--- src/rtl/lfga_pkg.sv ---
// Package for the lowest-free gate allocator: sizes, codes and word types.
// No dependencies.
package lfga_pkg;
	localparam int MaxGates = 64;
	localparam int GateW = 6;             // index bits for MaxGates
	localparam int NumW = 7;
	localparam int TimeW = 32;
	localparam int ServedW = 24;
	localparam int TotalW = 25;
	localparam int SumW = 31;
	localparam logic [ServedW-1:0] ServedMax = {ServedW{1'b1}};
	localparam logic [TotalW-1:0] TotalMax = 25'd33554430;
	localparam logic CmdAlloc = 1'b0;
	localparam logic CmdFinish = 1'b1;
	localparam logic [NumW-1:0] NumReset = 7'd1;

	typedef struct packed {
		logic cmd;
		logic pool;
		logic [TimeW-1:0] arrive_time;
		logic [TimeW-1:0] depart_time;
	} req_t;

	typedef struct packed {
		logic granted;
		logic [NumW-1:0] gate_number;
		logic [TotalW-1:0] best_total;
	} rsp_t;
endpackage

--- src/rtl/lfga_if.sv ---
// Valid/ready channel interface carrying one word of a given type.
// Depends on lfga_pkg for the payload types.
interface lfga_req_if;
	logic valid;
	logic ready;
	lfga_pkg::req_t data;
	modport source (output valid, output data, input ready);
	modport sink (input valid, input data, output ready);
endinterface


--- src/rtl/lfga_front.sv ---
// Front end: accepts request words into a two-entry queue.
// Depends on lfga_pkg and lfga_if.
module lfga_front (
	input logic clk,
	input logic arst_n,
	lfga_req_if.sink in,
	output logic q_valid,
	output lfga_pkg::req_t q_data,
	input logic q_take
);
	lfga_pkg::req_t buf_q [2];
	logic rd_q, wr_q;
	logic [1:0] cnt_q;
	logic push;

	assign in.ready = (cnt_q != 2'd2);
	assign push = in.valid && in.ready;
	assign q_valid = (cnt_q != 2'd0);
	assign q_data = buf_q[rd_q];

	always_ff @(posedge clk) begin
		if (push) buf_q[wr_q] <= in.data;
	end

	always_ff @(posedge clk or negedge arst_n) begin
		if (!arst_n) begin
			rd_q <= 1'b0;
			wr_q <= 1'b0;
			cnt_q <= 2'd0;
		end else begin
			if (push) wr_q <= ~wr_q;
			if (q_take) rd_q <= ~rd_q;
			cnt_q <= cnt_q + {1'b0, push} - {1'b0, q_take};
		end
	end
endmodule

--- src/flat_wrapper.sv ---
// flat-port wrapper written by rule: the top's interface ports become plain ports
module lfga_front_flat 
  (clk, arst_n, q_valid, q_data, q_take, in_valid, in_data, in_ready);
  lfga_req_if in_i ();
  input logic clk;
  input logic arst_n;
  output logic q_valid;
  output lfga_pkg::req_t q_data;
  input logic q_take;
  input wire logic [$bits(in_i.valid)-1:0] in_valid;
  input wire logic [$bits(in_i.data)-1:0] in_data;
  output wire logic [$bits(in_i.ready)-1:0] in_ready;
  assign in_i.valid = in_valid;
  assign in_i.data = in_data;
  assign in_ready = in_i.ready;
  lfga_front u_core (.clk(clk), .arst_n(arst_n), .in(in_i), .q_valid(q_valid), .q_data(q_data), .q_take(q_take));
endmodule
--- config.mk ---
export PLATFORM = sky130hd
export DESIGN_NAME = lfga_front_flat
export DESIGN_NICKNAME = d
export VERILOG_FILES = /design/src/rtl/lfga_pkg.sv /design/src/rtl/lfga_if.sv /design/src/rtl/lfga_front.sv /design/src/flat_wrapper.sv
export SDC_FILE = /design/constraint.sdc
export NUM_CORES = 1
export LEC_CHECK = 0
export BUFFER_PORTS_ARGS = -buffer_cell sky130_fd_sc_hd__buf_2
export CAP_MARGIN = 30
export CELL_PAD_IN_SITES_DETAIL_PLACEMENT = 1
export CELL_PAD_IN_SITES_GLOBAL_PLACEMENT = 1
export CORE_MARGIN = 1.5
export CORE_UTILIZATION = 30
export DETAILED_ROUTE_END_ITERATION = 12
export GPL_TIMING_DRIVEN = 0
export PLACE_DENSITY = 0.57
export SLEW_MARGIN = 20
export SYNTH_ARGS = -nofsm -noshare
export SYNTH_HDL_FRONTEND = slang
export SYNTH_SLANG_ARGS = --single-unit
--- constraint.sdc ---
create_clock -name clk -period 4.5 [get_ports clk]
set_input_delay 0.225 -clock clk [delete_from_list [all_inputs] [get_ports clk]]
set_output_delay 0.225 -clock clk [all_outputs]
set_load 0.03 [all_outputs]
After elaboration in Yosys (flattened, before gate mapping) --
Memories as Yosys holds them, arrays and structs flattened. Cells that the tools add are included.
Cells by class: add/sub/neg operators 2, equality and inequality tests 1, mux-type cells 2, bitwise operators 2, reductions and logical operators 2
Operators by type and width (count):
- $add 2x1->2 | 1
- $mux 1 | 2
- $ne 2x2->1 const B | 1
- $not 1->1 | 2
- $reduce_bool 2->1 | 1
- $sub 2x1->2 | 1
- $logic_and 1x1->1 | 1
Word-level totals: flip-flop bits (word level) 4, memory bits (writable) 132, memories 1
Memories:
- u_core.buf_q | words 2, width 66, rd ports 1, clocked after Yosys merged registers in 0, write ports 1, line lfga_front.sv:11 | lfga_pkg::req_t buf_q [2];

Logic depth before layout (Yosys ltp) --
depth after elaboration 4, gate-level depth with buffers 5

Least setup slack after synthesis --
Ideal clock, no wire load.
kind reg2reg, start point register u_core.cnt_q[0], end point memory u_core.buf_q[0][0] (netlist bit), enable pin, setup time 0.491 ns, arrival 3.627 ns, slack 0.382 ns, cell stages (with the launch flop) 4, path buffers 0, period minus slack after synthesis 4.118 ns, cell sequence dfrtp_1 nand2b_1 nand2_1 nor2_1
On the way: longest elaborated chain between the ends 4
Ends and longest elaborated chain:
- from (decl) | line lfga_front.sv:13 | logic [1:0] cnt_q;
- from (signal assigned) | line lfga_front.sv:33 | cnt_q <= cnt_q + {1'b0, push} - {1'b0, q_take};
- $ne 2x2->1 | line lfga_front.sv:16 | assign in.ready = (cnt_q != 2'd2);
- via in_ready | line flat_wrapper.sv:12 | output wire logic [$bits(in_i.ready)-1:0] in_ready;
- $logic_and 1x1->1 | line lfga_front.sv:17 | assign push = in.valid && in.ready;
- $mux 1 | line lfga_front.sv:22 | if (push) buf_q[wr_q] <= in.data;
- $mux 1 (not written as such) | line lfga_front.sv:22
- to (decl) | line lfga_front.sv:11
The timed path passes the listed nets, and every way through them passes these cells.

Worst setup path in the final report --
start point register u_core.cnt_q[0], end point memory u_core.buf_q[0][29] (netlist bit), enable pin
On the way: longest elaborated chain between the ends 4
Ends and longest elaborated chain (line):
- $ne 2x2->1 | lfga_front.sv:16
- $logic_and 1x1->1 | lfga_front.sv:17
- $mux 1 | lfga_front.sv:22
- $mux 1 (not written as such) | lfga_front.sv:22
Every way passes these cells.

==> impl_metrics.csv <==
group,metric,value,unit
status,status,"completed",
synthesis,synth_top_family_by_area,"multiplexers",
hold_path,min_to,"u_core.buf_q[1][29]$_DFFE_PP_",
synthesis,synth.largest_area_cell,"edfxtp_1",
floorplan,std_cell_rows,47,
final_layout,fill_cells,1617,
clocking,clock_latency,410,ps
timing,finalHoldViolCount,0,
setup_path,worst_ep_arrival_time,2110,ps
drt,drt_pass1_iterations,5,
setup_path,cpMostUsedCell,"buf_16",
floorplan,start_util,0.307,
synthesis,synth.cell_area,5070,um2
setup_path,r2r_start,"u_core.cnt_q[0]$_DFF_PN0_",
global_routing,grt_pass1_vias,3239,
placed_design,dp_worst_setup_slack,2460,ps
timing,fmax,501,MHz
final_layout,stdcell_area,7400,um2
drt,wl_per_cell,15.0,um
timing,finClkSkew,6.43,ps
floorplan,io_pins,138,
clocking,post_cts_buffers,0,
final_layout,fin_nets,520,
placed_design,port_buffers,137,
setup_path,crit_type,"flip-flop to flip-flop",
global_routing,gr-total-overflow,0,
setup_path,slowest_stage,"nor2_4",
clocking,cts_max_path_buffers,2,
clocking,cts_sinks,136,
timing,grt_setup_unrepaired,"false",
placed_design,dpl.hpwl,6490,um
hold_path,hp-class,"input port to flip-flop",
synthesis,synthFlopType,"edfxtp_1",
synthesis,synth_fp_nets,294,
power_and_ir_drop,power_density,679,nW/um2
clocking,path_clk_slew,60,ps
synthesis,avgSynthCellArea,22.8,um2
hold_path,min_from,"in_data[29]",
timing,finalCritPeriodShare,0.444,
setup_path,r2r_end,"u_core.buf_q[0][29]$_DFFE_PP_",
setup_path,worstPathCellList,"nand2b_1 > nand2_1 > nor2_4 > buf_16 > buf_16",
setup_path,cpLargestDelayFamily,"simple AND/OR/NAND/NOR gates",
setup_path,path_buf_inv,2,
floorplan,core,16500,um2
synthesis,synth-edff-count,132,
floorplan,die_h,133,um
setup_path,r2r_slack,2500,ps
timing,maxSlewViolCount,0,
setup_path,ff2ff_path_depth,5,
timing,worst_pin_slew,674,ps
power_and_ir_drop,p_total,5.02,mW
final_layout,drive_gt1_frac,0.532,
timing,setup_violations,0,
timing,max-slew-margin-rel,0.550,
synthesis,seq_area_frac_synth,0.801,
setup_path,crit_path_end_kind,"flip-flop",
synthesis,synthTopCellsByArea,"edfxtp_1 (78%), mux2_4 (8.9%), mux2_2 (8.0%)",
drt,vias_per_cell,4.17,
setup_path,worstPathMaxFanout,22,
synthesis,synth-seq-cells,136,
final_layout,num_antenna_cells,0,
global_routing,grt_max_degree,38,
synthesis,synth_xor_area_frac,0.00691,
run,cap_violations,0,
synthesis,async_flop_share,0.0294,
synthesis,synth_compound_area_frac,0,
global_routing,grt_use_total,0.122,
placed_design,place.gp.congestion,0.653,
timing,layout_setup_ws,2500,ps
final_layout,syn2layout_area_growth,45.8,%
drt,wirelength,10200,um
timing,fin_crit,2000,ps
global_routing,grt_pass1_wl,16300,um
placed_design,placed_cell_area,6150,um2
synthesis,synth-adder-area-share,0.00247,
clocking,root_buffer,"clkbuf_16",
drt,vias,2847,
drt,drt-initial-drc-count,121,
synthesis,syn_inst,223,
drt,ant_nets,0,
setup_path,slowest_delay,550,ps
synthesis,synth_cell_types,18,
floorplan,die_width,133,um
synthesis,synth-simple-area-share,0.00715,
synthesis,yosys.cell_count.top_type,"edfxtp_1",
power_and_ir_drop,worst_ir_drop_vdd,435,uV
floorplan,die_area,17700,um2
clocking,htreeDepth,4,
clocking,cts_tree,"done",
clocking,cts_buffers,17,
power_and_ir_drop,p_leak,2.89,nW
setup_path,cp.required,4610,ps
global_routing,antenna_found_initial,0,
hold_path,holdPathStages,1,
synthesis,yosys-top-cells-count,"edfxtp_1 (132), mux2_2 (36), mux2_4 (30)",
setup_path,worst_setup_path_start_kind,"flip-flop",
drt,drc,0,
synthesis,synthMuxAreaShare,0.171,
synthesis,yosysWarnings,0,
synthesis,synth_top_area_share,0.781,
-- worst reg2reg max path: stages, from the launching register on --
cell and delay (ps):
dfrtp_1 370, nand2b_1 180, nand2_1 160, nor2_4 550, buf_16 240, buf_16 190
-- through the flow --
stage | hold WS (ps) | instances | util | setup TNS [ps]
final | 19.4 | 682 | 0.448 | 0
after global routing | 2.75 | 682 | 0.448 | 0
after CTS | 0.872 | 680 | 0.446 | 0
after floorplan | -70.6 | 223 | - | 0
after detailed placement | 37.1 | 584 | 0.372 | 0
after global placement | 35.2 | 580 | 0.365 | -83790
-- timing repair --
action / in CTS / in global routing
hold endpoints to repair: 128 / 3
gates resized for setup: 0 / 0
hold buffers: 64 / 2
-- state kept, by name, indices dropped and copies added, names as in the netlist --
signal and count:
u_core.rd_q 1, u_core.wr_q 1, u_core.cnt_q 2, u_core.buf_q 132
-- logic make-up (layout without fill, tap and decap cells) --
family / Yosys count / after routing
DFF: 136 / 136
buffers and inverters: 8 / 247
xor gates and xnor gates: 4 / 4
and+or+nand+nor: 7 / 7
muxes: 67 / 67
adders and majority gates: 1 / 1
-- area by class of cell --
class,count,area [um2],area share
plain buffers,7,56.3,0.00761
inverters,1,3.75,0.000508
clock inverters,14,156,0.0211
repair buffers,207,1450,0.196
well taps,220,275,0.0372
multi-input cells,79,962,0.130
clock buffers,18,429,0.0580
flip-flops and latches,136,4060,0.549
-- power by group --
| group | leakage (nW) | internal, mW | switching, mW | total (mW) |
|---|---|---|---|---|
| registers | 1.27 | 1.73 | 0.0751 | 1.81 |
| clock network | 0.289 | 0.865 | 0.512 | 1.38 |
| logic | 1.33 | 0.724 | 1.12 | 1.84 |
-- layer usage --
metal | global-route usage | share of wire | vias to the layer above
li1 | - | - | 1333
met4 | 0.0458 | 0.016 | 0
met1 | 0.142 | 0.42 | 1410
met2 | 0.203 | 0.50 | 88
met5 | 0 | 0 | -
met3 | 0.0479 | 0.061 | 16
-- placed cells by master (no fill, tap or decap), drive strengths merged --
cell type / n
and3: 1
buf: 148
bufinv: 3
clkbuf: 18
clkinv: 9
clkinvlp: 1
dfrtp: 4
dlygate4sd3: 66
edfxtp: 132
ha: 1
inv: 2
mux2: 66
mux2i: 1
nand2: 2
nand2b: 1
nor2: 1
nor2b: 1
or2: 1
xnor2: 2
xor2: 2
-- worst max path at each step --
stage | startpoint | to | slack, ps | cells past startpoint
after floorplan | u_core.cnt_q[0]$_DFF_PN0_ | u_core.buf_q[0][0]$_DFFE_PP_ | 380 | 3
after global placement | u_core.cnt_q[1]$_DFF_PN0_ | u_core.buf_q[0][31]$_DFFE_PP_ | -1270 | 3
after detailed placement | u_core.cnt_q[0]$_DFF_PN0_ | u_core.buf_q[0][26]$_DFFE_PP_ | 2460 | 5
after CTS | u_core.cnt_q[0]$_DFF_PN0_ | u_core.buf_q[0][29]$_DFFE_PP_ | 2450 | 5
after global routing | u_core.cnt_q[0]$_DFF_PN0_ | u_core.buf_q[0][35]$_DFFE_PP_ | 2360 | 5
final | u_core.cnt_q[0]$_DFF_PN0_ | u_core.buf_q[0][29]$_DFFE_PP_ | 2500 | 5
No activity file was read; power rests on OpenSTA's default activity.
